$ cat src/hdl/wfps_pkg.sv
// shared types, constants and a helper function for the wall-follow steering block
package wfps_pkg;

  // fixed field widths
  localparam int GAIN_W   = 16;
  localparam int TGT_W    = 10;
  localparam int SPEED_W  = 8;
  localparam int STEER_W  = 6;
  localparam int DUTY_W   = 8;
  localparam int MIX_W    = 10;
  localparam int ADDR_W   = 5;
  localparam int DATA_W   = 32;

  // steering shaping limits, in whole units
  localparam int STEER_LIMIT = 30;
  localparam int DEADBAND    = 5;

  // register reset values
  localparam logic signed [GAIN_W-1:0] PROP_GAIN_RST    = 16'sd256;
  localparam logic signed [GAIN_W-1:0] DERIV_GAIN_RST   = 16'sd0;
  localparam logic        [TGT_W-1:0]  LEFT_TARGET_RST  = 10'd512;
  localparam logic        [TGT_W-1:0]  RIGHT_TARGET_RST = 10'd512;
  localparam logic        [SPEED_W-1:0] CRUISE_RST      = 8'd0;

  // register word index (byte address / 4)
  typedef enum logic [2:0] {
    REG_PROP_GAIN    = 3'd0,
    REG_DERIV_GAIN   = 3'd1,
    REG_LEFT_TARGET  = 3'd2,
    REG_RIGHT_TARGET = 3'd3,
    REG_CRUISE_SPEED = 3'd4
  } reg_idx_t;

  // result payload of one transaction
  typedef struct packed {
    logic signed [STEER_W-1:0] steer;
    logic                      left_reverse;
    logic [DUTY_W-1:0]         left_duty;
    logic                      right_forward;
    logic [DUTY_W-1:0]         right_duty;
  } drive_t;

  // magnitude of a mixed speed, saturated to the pwm range
  function automatic logic [DUTY_W-1:0] duty_of(input logic signed [MIX_W-1:0] spd);
    logic [MIX_W-1:0] mag;
    mag = spd[MIX_W-1] ? MIX_W'(-spd) : MIX_W'(spd);
    duty_of = (mag > MIX_W'({DUTY_W{1'b1}})) ? {DUTY_W{1'b1}} : mag[DUTY_W-1:0];
  endfunction

endpackage

$ cat src/hdl/wfps_steer_shape.sv
// clamp, deadband, wall-side sign and truncation of the fixed-point pd term
module wfps_steer_shape #(
  parameter int TERM_W    = 29,
  parameter int FRAC_BITS = 8
) (
  input  logic signed [TERM_W-1:0]            term,
  input  logic                                on_left_wall,
  output logic signed [wfps_pkg::STEER_W-1:0] steer
);

  localparam logic signed [TERM_W-1:0] LIM_POS =
    TERM_W'(wfps_pkg::STEER_LIMIT * (1 << FRAC_BITS));
  localparam logic signed [TERM_W-1:0] LIM_NEG = -LIM_POS;
  localparam logic signed [TERM_W-1:0] DB_POS  =
    TERM_W'(wfps_pkg::DEADBAND * (1 << FRAC_BITS));
  localparam logic signed [TERM_W-1:0] DB_NEG  = -DB_POS;

  logic signed [TERM_W-1:0] clamped;
  logic signed [TERM_W-1:0] gated;
  logic signed [TERM_W-1:0] sided;
  logic        [TERM_W-1:0] mag;
  logic        [TERM_W-1:0] whole;
  logic [wfps_pkg::STEER_W-2:0] mag_s;

  always_comb begin
    if (term > LIM_POS) begin
      clamped = LIM_POS;
    end else if (term < LIM_NEG) begin
      clamped = LIM_NEG;
    end else begin
      clamped = term;
    end

    // open interval, exact edges are kept
    if (clamped > DB_NEG && clamped < DB_POS) begin
      gated = '0;
    end else begin
      gated = clamped;
    end

    sided = on_left_wall ? gated : -gated;

    // truncate toward zero: shift the magnitude, then restore the sign
    mag   = sided[TERM_W-1] ? TERM_W'(-sided) : TERM_W'(sided);
    whole = mag >> FRAC_BITS;
    mag_s = whole[wfps_pkg::STEER_W-2:0];
    steer = sided[TERM_W-1] ? -$signed({1'b0, mag_s}) : $signed({1'b0, mag_s});
  end

endmodule

$ cat src/hdl/wall_follow_pd_steering.sv
// top level: wall-follow pd steering with clamp, deadband and differential drive mix
// One transaction per clock cycle is taken at the input while in_stall is low.
// The sample lands in an input register, then a single pass of arithmetic
// (two gain multipliers, their sum, the clamp and deadband compares and the
// drive mix) feeds the result register. The error of every accepted sample is
// kept as the previous error for the next one, whichever wall it belongs to.
// in_stall only rises when both registers are full and the result side is
// stalling, so a new sample is taken while a finished result still waits.
// Configuration goes through the apb-style port, one 32-bit word per register
// at byte addresses 0, 4, 8, 12 and 16, decoded from paddr[4:2]; writes to
// word slots 5 to 7 are ignored and registers are meant to change only while idle.
module wall_follow_pd_steering #(
  parameter int SENSOR_BITS    = 10,
  parameter int GAIN_FRAC_BITS = 8
) (
  input  logic                                clk,
  input  logic                                rst_n,
  // sample channel
  input  logic                                in_valid,
  output logic                                in_stall,
  input  logic [SENSOR_BITS-1:0]              in_side_sample,
  input  logic                                in_follow_left,
  // result channel
  output logic                                out_valid,
  input  logic                                out_stall,
  output logic signed [wfps_pkg::STEER_W-1:0] out_steer,
  output logic                                out_left_reverse,
  output logic [wfps_pkg::DUTY_W-1:0]         out_left_duty,
  output logic                                out_right_forward,
  output logic [wfps_pkg::DUTY_W-1:0]         out_right_duty,
  // configuration port
  input  logic                                psel,
  input  logic                                penable,
  input  logic                                pwrite,
  input  logic [wfps_pkg::ADDR_W-1:0]         paddr,
  input  logic [wfps_pkg::DATA_W-1:0]         pwdata,
  output logic [wfps_pkg::DATA_W-1:0]         prdata,
  output logic                                pready
);

  // error spans the wider of sample and target, plus a sign bit
  localparam int ERR_W  = ((SENSOR_BITS > wfps_pkg::TGT_W) ? SENSOR_BITS
                                                           : wfps_pkg::TGT_W) + 1;
  localparam int DIFF_W = ERR_W + 1;
  localparam int PP_W   = wfps_pkg::GAIN_W + ERR_W;
  localparam int PD_W   = wfps_pkg::GAIN_W + DIFF_W;
  localparam int TERM_W = PD_W + 1;

  // configuration registers
  logic signed [wfps_pkg::GAIN_W-1:0]  prop_gain_r;
  logic signed [wfps_pkg::GAIN_W-1:0]  deriv_gain_r;
  logic        [wfps_pkg::TGT_W-1:0]   left_target_r;
  logic        [wfps_pkg::TGT_W-1:0]   right_target_r;
  logic        [wfps_pkg::SPEED_W-1:0] cruise_r;

  logic                cfg_wr;
  wfps_pkg::reg_idx_t  cfg_idx;

  // pipeline registers
  logic                     s1_vld_r;
  logic [SENSOR_BITS-1:0]   s1_sample_r;
  logic                     s1_left_r;
  logic signed [ERR_W-1:0]  prev_error_r;
  logic signed [ERR_W-1:0]  prev_error_nxt;
  logic                     out_vld_r;
  wfps_pkg::drive_t         drive_r;
  wfps_pkg::drive_t         drive_nxt;

  logic                     take_in;
  logic                     move;

  // datapath
  logic signed [ERR_W-1:0]  sample_s;
  logic signed [ERR_W-1:0]  target_s;
  logic signed [ERR_W-1:0]  err;
  logic signed [DIFF_W-1:0] err_diff;
  logic signed [PP_W-1:0]   prod_p;
  logic signed [PD_W-1:0]   prod_d;
  logic signed [TERM_W-1:0] term;
  logic signed [wfps_pkg::STEER_W-1:0] steer;
  logic signed [wfps_pkg::MIX_W-1:0]   left_spd;
  logic signed [wfps_pkg::MIX_W-1:0]   right_spd;
  logic signed [wfps_pkg::MIX_W-1:0]   cruise_s;
  logic signed [wfps_pkg::MIX_W-1:0]   steer_s;

  // ---------------------------------------------------------------------
  // configuration port: zero-wait writes, combinational read-back
  // ---------------------------------------------------------------------
  assign pready  = 1'b1;
  assign cfg_wr  = psel && penable && pwrite && pready;
  assign cfg_idx = wfps_pkg::reg_idx_t'(paddr[wfps_pkg::ADDR_W-1:2]);

  always_ff @(posedge clk) begin
    if (!rst_n) begin
      prop_gain_r    <= wfps_pkg::PROP_GAIN_RST;
      deriv_gain_r   <= wfps_pkg::DERIV_GAIN_RST;
      left_target_r  <= wfps_pkg::LEFT_TARGET_RST;
      right_target_r <= wfps_pkg::RIGHT_TARGET_RST;
      cruise_r       <= wfps_pkg::CRUISE_RST;
    end else if (cfg_wr) begin
      case (cfg_idx)
        wfps_pkg::REG_PROP_GAIN: begin
          prop_gain_r <= $signed(pwdata[wfps_pkg::GAIN_W-1:0]);
        end
        wfps_pkg::REG_DERIV_GAIN: begin
          deriv_gain_r <= $signed(pwdata[wfps_pkg::GAIN_W-1:0]);
        end
        wfps_pkg::REG_LEFT_TARGET: begin
          left_target_r <= pwdata[wfps_pkg::TGT_W-1:0];
        end
        wfps_pkg::REG_RIGHT_TARGET: begin
          right_target_r <= pwdata[wfps_pkg::TGT_W-1:0];
        end
        wfps_pkg::REG_CRUISE_SPEED: begin
          cruise_r <= pwdata[wfps_pkg::SPEED_W-1:0];
        end
        default: begin
          // unmapped word, write dropped
        end
      endcase
    end
  end

  always_comb begin
    case (cfg_idx)
      wfps_pkg::REG_PROP_GAIN: begin
        prdata = {{(wfps_pkg::DATA_W-wfps_pkg::GAIN_W){1'b0}}, prop_gain_r};
      end
      wfps_pkg::REG_DERIV_GAIN: begin
        prdata = {{(wfps_pkg::DATA_W-wfps_pkg::GAIN_W){1'b0}}, deriv_gain_r};
      end
      wfps_pkg::REG_LEFT_TARGET: begin
        prdata = {{(wfps_pkg::DATA_W-wfps_pkg::TGT_W){1'b0}}, left_target_r};
      end
      wfps_pkg::REG_RIGHT_TARGET: begin
        prdata = {{(wfps_pkg::DATA_W-wfps_pkg::TGT_W){1'b0}}, right_target_r};
      end
      wfps_pkg::REG_CRUISE_SPEED: begin
        prdata = {{(wfps_pkg::DATA_W-wfps_pkg::SPEED_W){1'b0}}, cruise_r};
      end
      default: begin
        prdata = '0;
      end
    endcase
  end

  // ---------------------------------------------------------------------
  // flow control: input register feeds result register
  // ---------------------------------------------------------------------
  // result register can load when empty or when its transaction leaves now
  assign move     = s1_vld_r && (!out_vld_r || !out_stall);
  assign in_stall = s1_vld_r && !move;
  assign take_in  = in_valid && !in_stall;

  always_ff @(posedge clk) begin
    if (!rst_n) begin
      s1_vld_r <= 1'b0;
    end else if (take_in) begin
      s1_vld_r <= 1'b1;
    end else if (move) begin
      s1_vld_r <= 1'b0;
    end
  end

  always_ff @(posedge clk) begin
    if (take_in) begin
      s1_sample_r <= in_side_sample;
      s1_left_r   <= in_follow_left;
    end
  end

  // ---------------------------------------------------------------------
  // pd term
  // ---------------------------------------------------------------------
  // error against the chosen wall's setpoint
  assign sample_s = $signed(ERR_W'(s1_sample_r));
  assign target_s = $signed(ERR_W'(s1_left_r ? left_target_r : right_target_r));
  assign err      = sample_s - target_s;

  // derivative uses the last error, whichever wall produced it
  assign err_diff = {err[ERR_W-1], err} - {prev_error_r[ERR_W-1], prev_error_r};

  assign prod_p = prop_gain_r * err;
  assign prod_d = deriv_gain_r * err_diff;
  assign term   = TERM_W'(prod_p) + TERM_W'(prod_d);

  assign prev_error_nxt = move ? err : prev_error_r;

  always_ff @(posedge clk) begin
    if (!rst_n) begin
      prev_error_r <= '0;
    end else begin
      prev_error_r <= prev_error_nxt;
    end
  end

  // clamp, deadband, side sign and drop of the fraction bits
  wfps_steer_shape #(
    .TERM_W    (TERM_W),
    .FRAC_BITS (GAIN_FRAC_BITS)
  ) u_shape (
    .term         (term),
    .on_left_wall (s1_left_r),
    .steer        (steer)
  );

  // ---------------------------------------------------------------------
  // differential drive mix
  // ---------------------------------------------------------------------
  assign cruise_s  = $signed(wfps_pkg::MIX_W'(cruise_r));
  assign steer_s   = wfps_pkg::MIX_W'(steer);
  assign left_spd  = cruise_s - steer_s;
  assign right_spd = cruise_s + steer_s;

  always_comb begin
    drive_nxt.steer         = steer;
    // zero speed counts as reverse on the left and not forward on the right
    drive_nxt.left_reverse  = (left_spd <= 0);
    drive_nxt.left_duty     = wfps_pkg::duty_of(left_spd);
    drive_nxt.right_forward = (right_spd > 0);
    drive_nxt.right_duty    = wfps_pkg::duty_of(right_spd);
  end

  // ---------------------------------------------------------------------
  // result register
  // ---------------------------------------------------------------------
  always_ff @(posedge clk) begin
    if (!rst_n) begin
      out_vld_r <= 1'b0;
    end else if (move) begin
      out_vld_r <= 1'b1;
    end else if (!out_stall) begin
      out_vld_r <= 1'b0;
    end
  end

  always_ff @(posedge clk) begin
    if (move) begin
      drive_r <= drive_nxt;
    end
  end

  assign out_valid         = out_vld_r;
  assign out_steer         = drive_r.steer;
  assign out_left_reverse  = drive_r.left_reverse;
  assign out_left_duty     = drive_r.left_duty;
  assign out_right_forward = drive_r.right_forward;
  assign out_right_duty    = drive_r.right_duty;

`ifndef ASSERT_OFF
  // a transaction leaving the input register always shows up as a result
  a_move_fills_out: assert property (@(posedge clk) disable iff (!rst_n)
    move |=> out_vld_r)
    else $error("result register not loaded after transfer");

  // previous error only changes when a transaction is processed
  a_prev_hold: assert property (@(posedge clk) disable iff (!rst_n)
    (rst_n && !move) |=> $stable(prev_error_r))
    else $error("previous error changed without a transaction");

  // steer is zero or within the band between deadband and clamp
  a_steer_range: assert property (@(posedge clk) disable iff (!rst_n)
    out_vld_r |-> (drive_r.steer == 0) ||
                  (drive_r.steer >= 6'sd5 && drive_r.steer <= 6'sd30) ||
                  (drive_r.steer <= -6'sd5 && drive_r.steer >= -6'sd30))
    else $error("steer outside shaped range");

  // a stopped wheel reports reverse on the left and not forward on the right
  a_zero_speed_dir: assert property (@(posedge clk) disable iff (!rst_n)
    out_vld_r |-> (drive_r.left_duty != 0 || drive_r.left_reverse) &&
                  (drive_r.right_duty != 0 || !drive_r.right_forward))
    else $error("direction bit wrong at zero speed");
`endif

endmodule

$ cat config.mk
export PLATFORM = sky130hd
export DESIGN_NAME = wall_follow_pd_steering
export DESIGN_NICKNAME = d
export VERILOG_FILES = /design/src/hdl/wfps_pkg.sv /design/src/hdl/wfps_steer_shape.sv /design/src/hdl/wall_follow_pd_steering.sv
export SDC_FILE = /design/constraint.sdc
export NUM_CORES = 1
export LEC_CHECK = 0
export BUFFER_PORTS_ARGS = -buffer_cell sky130_fd_sc_hd__buf_4
export CAP_MARGIN = 0
export CELL_PAD_IN_SITES_DETAIL_PLACEMENT = 1
export CELL_PAD_IN_SITES_GLOBAL_PLACEMENT = 2
export CORE_MARGIN = 4
export CORE_UTILIZATION = 38
export DETAILED_ROUTE_END_ITERATION = 6
export PLACE_DENSITY_LB_ADDON = 0.1
export SKIP_CTS_REPAIR_TIMING = 1
export SYNTH_ARGS = -nofsm -noshare
export SYNTH_HDL_FRONTEND = slang
export SYNTH_SLANG_ARGS = --single-unit
$ cat constraint.sdc
create_clock -name clk -period 18.9 [get_ports clk]
set_clock_uncertainty 0.05 [all_clocks]
set_input_delay 3.78 -clock clk [delete_from_list [all_inputs] [get_ports clk]]
set_output_delay 3.78 -clock clk [all_outputs]
set_load 0.01 [all_outputs]
-- Yosys cells after proc, flatten, opt, wreduce, memory -nomap -nowiden
Cells that the tools add are included.
- flip-flop bits (word level): 108
- input port bits: 55
- output and inout port bits: 59
- word-level logic and storage cells: 72
- $add $sub $neg: 10
- $mul: 2
- magnitude comparators: 8
- equality and inequality tests: 5
- muxes and demuxes: 14
- reduce and logical (&&, ||, !) cells: 18
- operator list (operator ; count):
    $mux 29 ; 4
    $pmux 16 s5 ; 1
    $mux 10 ; 3
    $add 27x28->29 ; 1
    $gt 29x12->1 const B ; 1
    $gt 29x14->1 const B ; 1
    $lt 29x12->1 const B ; 1
    $lt 29x14->1 const B ; 1
    $neg 29->29 ; 1
    $mul 16x12->28 ; 1
    $mul 16x11->27 ; 1
    $gt 10x8->1 const B ; 2
    $neg 10->10 ; 2
    $mux 13 ; 1
    $neg 13->13 ; 1
    $sub 11x11->12 ; 1
    $sub 10x10->11 ; 1
    $add 9x6->10 ; 1
    $gt 10x1->1 const B ; 1
    $le 10x1->1 const B ; 1
    $reduce_and 2->1 ; 5
    $sub 9x6->10 ; 1
    $eq 3x2->1 const B ; 2
    $logic_and 1x1->1 ; 6
    other kinds (10) ; 16

-- Depth between registers and ports, before layout
- word-level depth: 21
- depth in mapped cells: 76
- depth with buffers taken out: 70

-- Cells and area by module
A second synthesis with hierarchy kept.
- cells, all modules: 2371
- area, all modules: 21451.8 um2
- modules (own cells, without submodules) (module ; times used ; cells each ; area an instance (um2) ; sequential area each (um2)):
    wall_follow_pd_steering ; 1 ; 2222 ; 20430.8 ; 2512.4
    wfps_steer_shape ; 1 ; 149 ; 1021.0 ; 0.0

-- Least setup slack after synthesis
No wires, ideal clock.
- kind: flip-flop to flip-flop
- start point: reg s1_left_r
- end point: reg drive_r (netlist bit out_right_duty[1]), data pin
- library setup time: 0.274 ns
- arrival: 16.384 ns
- data required time: 18.576 ns
- path slack: 2.192 ns
- cell stages (with the launch flop): 75
- buffers on the path: 6
- clock period less this slack: 16.708 ns
- cells stage by stage: edfxtp_1 > clkbuf_1 > buf_1 > mux2_2 > ha_1 > inv_1 > fa_1 > xor2_1 > clkbuf_1 > ha_1 > inv_1 > o21ai_0 > and2_1 > o21ai_0 > nand2b_1 > a21oi_1 > o21bai_1 > a21oi_1 > [39 not listed] > ha_1 > or4_1 > a21oi_2 > xor2_1 > ha_1 > a21oi_1 > o21bai_1 > a21oi_1 > nor2_1 > nor2_1 > o21bai_1 > xor2_1 > nor3_1 > and2_1 > nor2_1 > o221ai_1 > o21a_1 > o211ai_1
- RTL lines (item ; line ; RTL):
    from (decl) ; wall_follow_pd_steering.sv:62 ; logic s1_left_r;
    from (signal assigned) ; wall_follow_pd_steering.sv:168 ; s1_left_r <= in_follow_left;
    to (signal assigned) ; wall_follow_pd_steering.sv:239 ; drive_r <= drive_nxt;
    to (decl) ; wall_follow_pd_steering.sv:66 ; wfps_pkg::drive_t drive_r;

==> impl_results.md <==
* CTS Buf Count at 9
* Crit path max fanout at 18
* Number of max-slew violations in the final report at 0
* H-tree levels at 3
* Slew at the pin closest to its max-slew limit at 1.24 ns
* Number of warnings reported in the yosys synthesis log at 0
* Largest stage delay on the critical path at 0.59 ns
* Port Buffer Count at 78
* Worst vdd rail ir drop at 0.109 mV
* Post-Synthesis Cells at 2502
* Power density relative to cell area at around 110 nW/µm²
* RSZ-0062 raised after global routing: false
* Area of all placed cells without fillers at 23800 µm²
* Worst setup margin at 1.19 ns
* Shortest period the worst path allows at 17.71 ns
* Synthesized-area fraction occupied by ao, oa, aoi and oai cells at 0.0996
* Remaining routing DRC violations at 0
* Count of boundary I/O pins at 114
* Most used flip-flop cell after synthesis: dfxtp_1
* Routability congestion estimate at 0.847
* Post-Synth Simple-Gate Area at 0.172
* Critical path class: reg -> reg
* Filler Cells Inserted at 6787
* Proportion of synthesized chip area in sequential cells at 0.114
* Worst Setup Slack post-DPL at about 0.51 ns
* Post-synth cell types at 90
* Root Driver: clkbuf_16
* Worst rel slew slack at 0.175
* P_leak at 0.0110 µW
* Combinational family with the most area after synthesis: adder cells
* # setup viols final at 0
* Growth of design area from synthesis to finish at 7.78%
* Share of post-route cells with drive strength above 1 at 0.0772
* Number of hold violations in the final report at 0
* Full die area at 62000 µm²
* Post-Syn Area per Cell at between 8 and 9 µm²
* Buffer levels on the longest clock path at 2
* Clock sinks at 108
* Number of buffer and inverter instances along the worst setup path at 10
* Number of synthesized register bits at 108
* Final cycle utilization of the critical path at 0.937
* Post-detailed-route wirelength per cell at around 20 µm
* Sw Share at 0.553
* Post-synthesis adder-cell area fraction at 0.444
* Top cell family by delay on the critical path: adder cells
* Clock network power share at 0.076
* Aggregate global routing overflow at 0
* Comb pwr share at 0.803
* Highest achievable clock rate at approximately 0.056 GHz
* Share of synthesized registers carrying an async set or reset at 0
* Share of the synthesized netlist area taken by xor and xnor gates at 0.0322
* Multiplexer share of the synthesized area at 0.0298
* Clock transition at the registers of the reported paths at roughly 0.080 ns
* Initial core utilization at 0.383
* Crit path launch type: register
* Placement row count at 88
* CTS tree: done
* Leading cell type in the layout, fill and taps excluded: inv_1
* Vias in the first global route at 19300
* Flip-flop and latch area at ~2500 µm²
* First-pass GRT wire length at about 110000 µm
* Largest net degree at the start of global routing at 74
* Data required, critical path at 18.96 ns
* Total detailed-routing wirelength at about 66000 µm
* Power share of the sequential group at 0.121
* Min-Delay Path Class: reg -> reg
* GRT Overall Usage at 0.221
* Internal power at between 1000 and 1500 µW
* Max capacitance violation total at 0
* Initial DRT Pass Iterations at 5
* Nets at 3117
* Number of DRC violations after detailed-routing iteration 0 at 688
* Outcome: finished, final reports clean
* Drt via density at 5.17
* Area after DPL at about 23000 µm²
* Core region area at 57600 µm²
* Antenna fix cells at 0
* Net switching component of the power at ~1400 µW
* Final sum of negative setup slack at 0 ns
* Total area of multi-input combinational cells at approximately 17000 µm²
* Die Width at 249 µm
* Highest-count cells in the layout ignoring fill and taps: 495 x inv_1, 404 x fa_1, 353 x nand2_1
* Crit path capture type: register
* Clock latency of the later-clocked register in the worst-skew pair at approximately 0.38 ns
* Antenna-violating nets left at 0
* Initial antenna violation count at 1
* Count of flip-flops with a built-in enable after synthesis at 35
* Via Count at between 15000 and 20000
* Worst EP arrival at 17.77 ns
* Slowest cell on crit path: or4_1
* HPWL after detailed placement at 55100 µm
* Floorplan die height at 249 µm
* Post-synthesis instance area at 22100 µm²
[sequential cells by signal (all words and copies together) (netlist names)]
name,flops
left_target_r,10
right_target_r,10
out_steer,6
out_valid,1
s1_sample_r,10
out_right_duty,8
deriv_gain_r,16
out_right_forward,1
out_left_duty,8
prev_error_r,11
s1_left_r,1
prop_gain_r,16
s1_vld_r,1
out_left_reverse,1
cruise_r,8
[Yosys cell counts (42+ instances only)]
| library cell | n | area share |
|---|---|---|
| inv_1 | 495 | 0.084 |
| nand2_1 | 353 | 0.060 |
| nor2b_1 | 57 | 0.016 |
| a21boi_0 | 42 | 0.014 |
| dfxtp_1 | 73 | 0.066 |
| clkbuf_1 | 90 | 0.015 |
| ha_1 | 136 | 0.077 |
| fa_1 | 404 | 0.37 |
| a21oi_1 | 61 | 0.014 |
| nor2_1 | 94 | 0.016 |
| mux2i_1 | 50 | 0.023 |
| xnor2_1 | 42 | 0.017 |
| and2_1 | 112 | 0.032 |
[routing by layer]
| metal | routed length [µm] | GRT usage |
|---|---|---|
| met2 | 34300 | 0.403 |
| met1 | 29100 | 0.285 |
| met4 | 1790 | 0.0590 |
| met5 | 0 | 0 |
| met3 | 1220 | 0.0153 |
[cells by family (layout without fill, tap and decap cells)]
kind of cell,count (synthesis),after routing
AOI/OAI and AO/OA,311,311
xor gates and xnor gates,81,81
adders and majority gates,540,540
buffers and inverters,617,627
DFF,108,108
muxes,62,62
other,2,17
and+or+nand+nor,781,781
[area by class of cell]
class,count,share of cell area
inverters,496,0.0783
flip-flops and latches,108,0.106
multi-input cells,1792,0.726
clock buffers,9,0.00947
well taps,765,0.0402
clock inverters,7,0.00347
repair buffers,115,0.0368
[stage by stage]
stage / cells / hold WS, ns / total power, µW / util
finish: 3292 / 0.423 / 2610 / 0.413
global route: 3292 / 0.455 / 2900 / 0.413
CTS: 3289 / 0.428 / 2640 / 0.412
detailed placement: 3273 / 0.417 / 2430 / 0.407
global placement: 3273 / 0.403 / 2390 / 0.407
floorplan: 2517 / 0.393 / 1800 / -
[power groups by stage]
stage | clock network, µW | logic [µW] | registers [µW]
global route | 214 | 2370 | 318
detailed placement | 0 | 2110 | 322
finish | 199 | 2090 | 315
global placement | 0 | 2070 | 321
CTS | 207 | 2120 | 316
floorplan | 0 | 1470 | 329
[worst register-to-register path, delay by kind of cell (launching register included)]
family	cells	cell delay, ns
fa+ha+maj	13	5.67
compound gates	25	5.61
simple gates	17	3.33
buf+inv	10	1.31
xor+xnor	4	0.66
flops	1	0.50
mux	1	0.30
[final timing paths]
check                  startpoint               end  slack [ns]  cells after the start
setup / recovery        s1_left_r  out_left_duty[2]        1.19                     70
hold / removal    prev_error_r[4]   prev_error_r[4]        0.42                      2
setup reg to reg        s1_left_r  out_left_duty[2]        1.19                     70
hold reg to reg   prev_error_r[4]   prev_error_r[4]        0.42                      2
(Power assumes the default switching activity.)
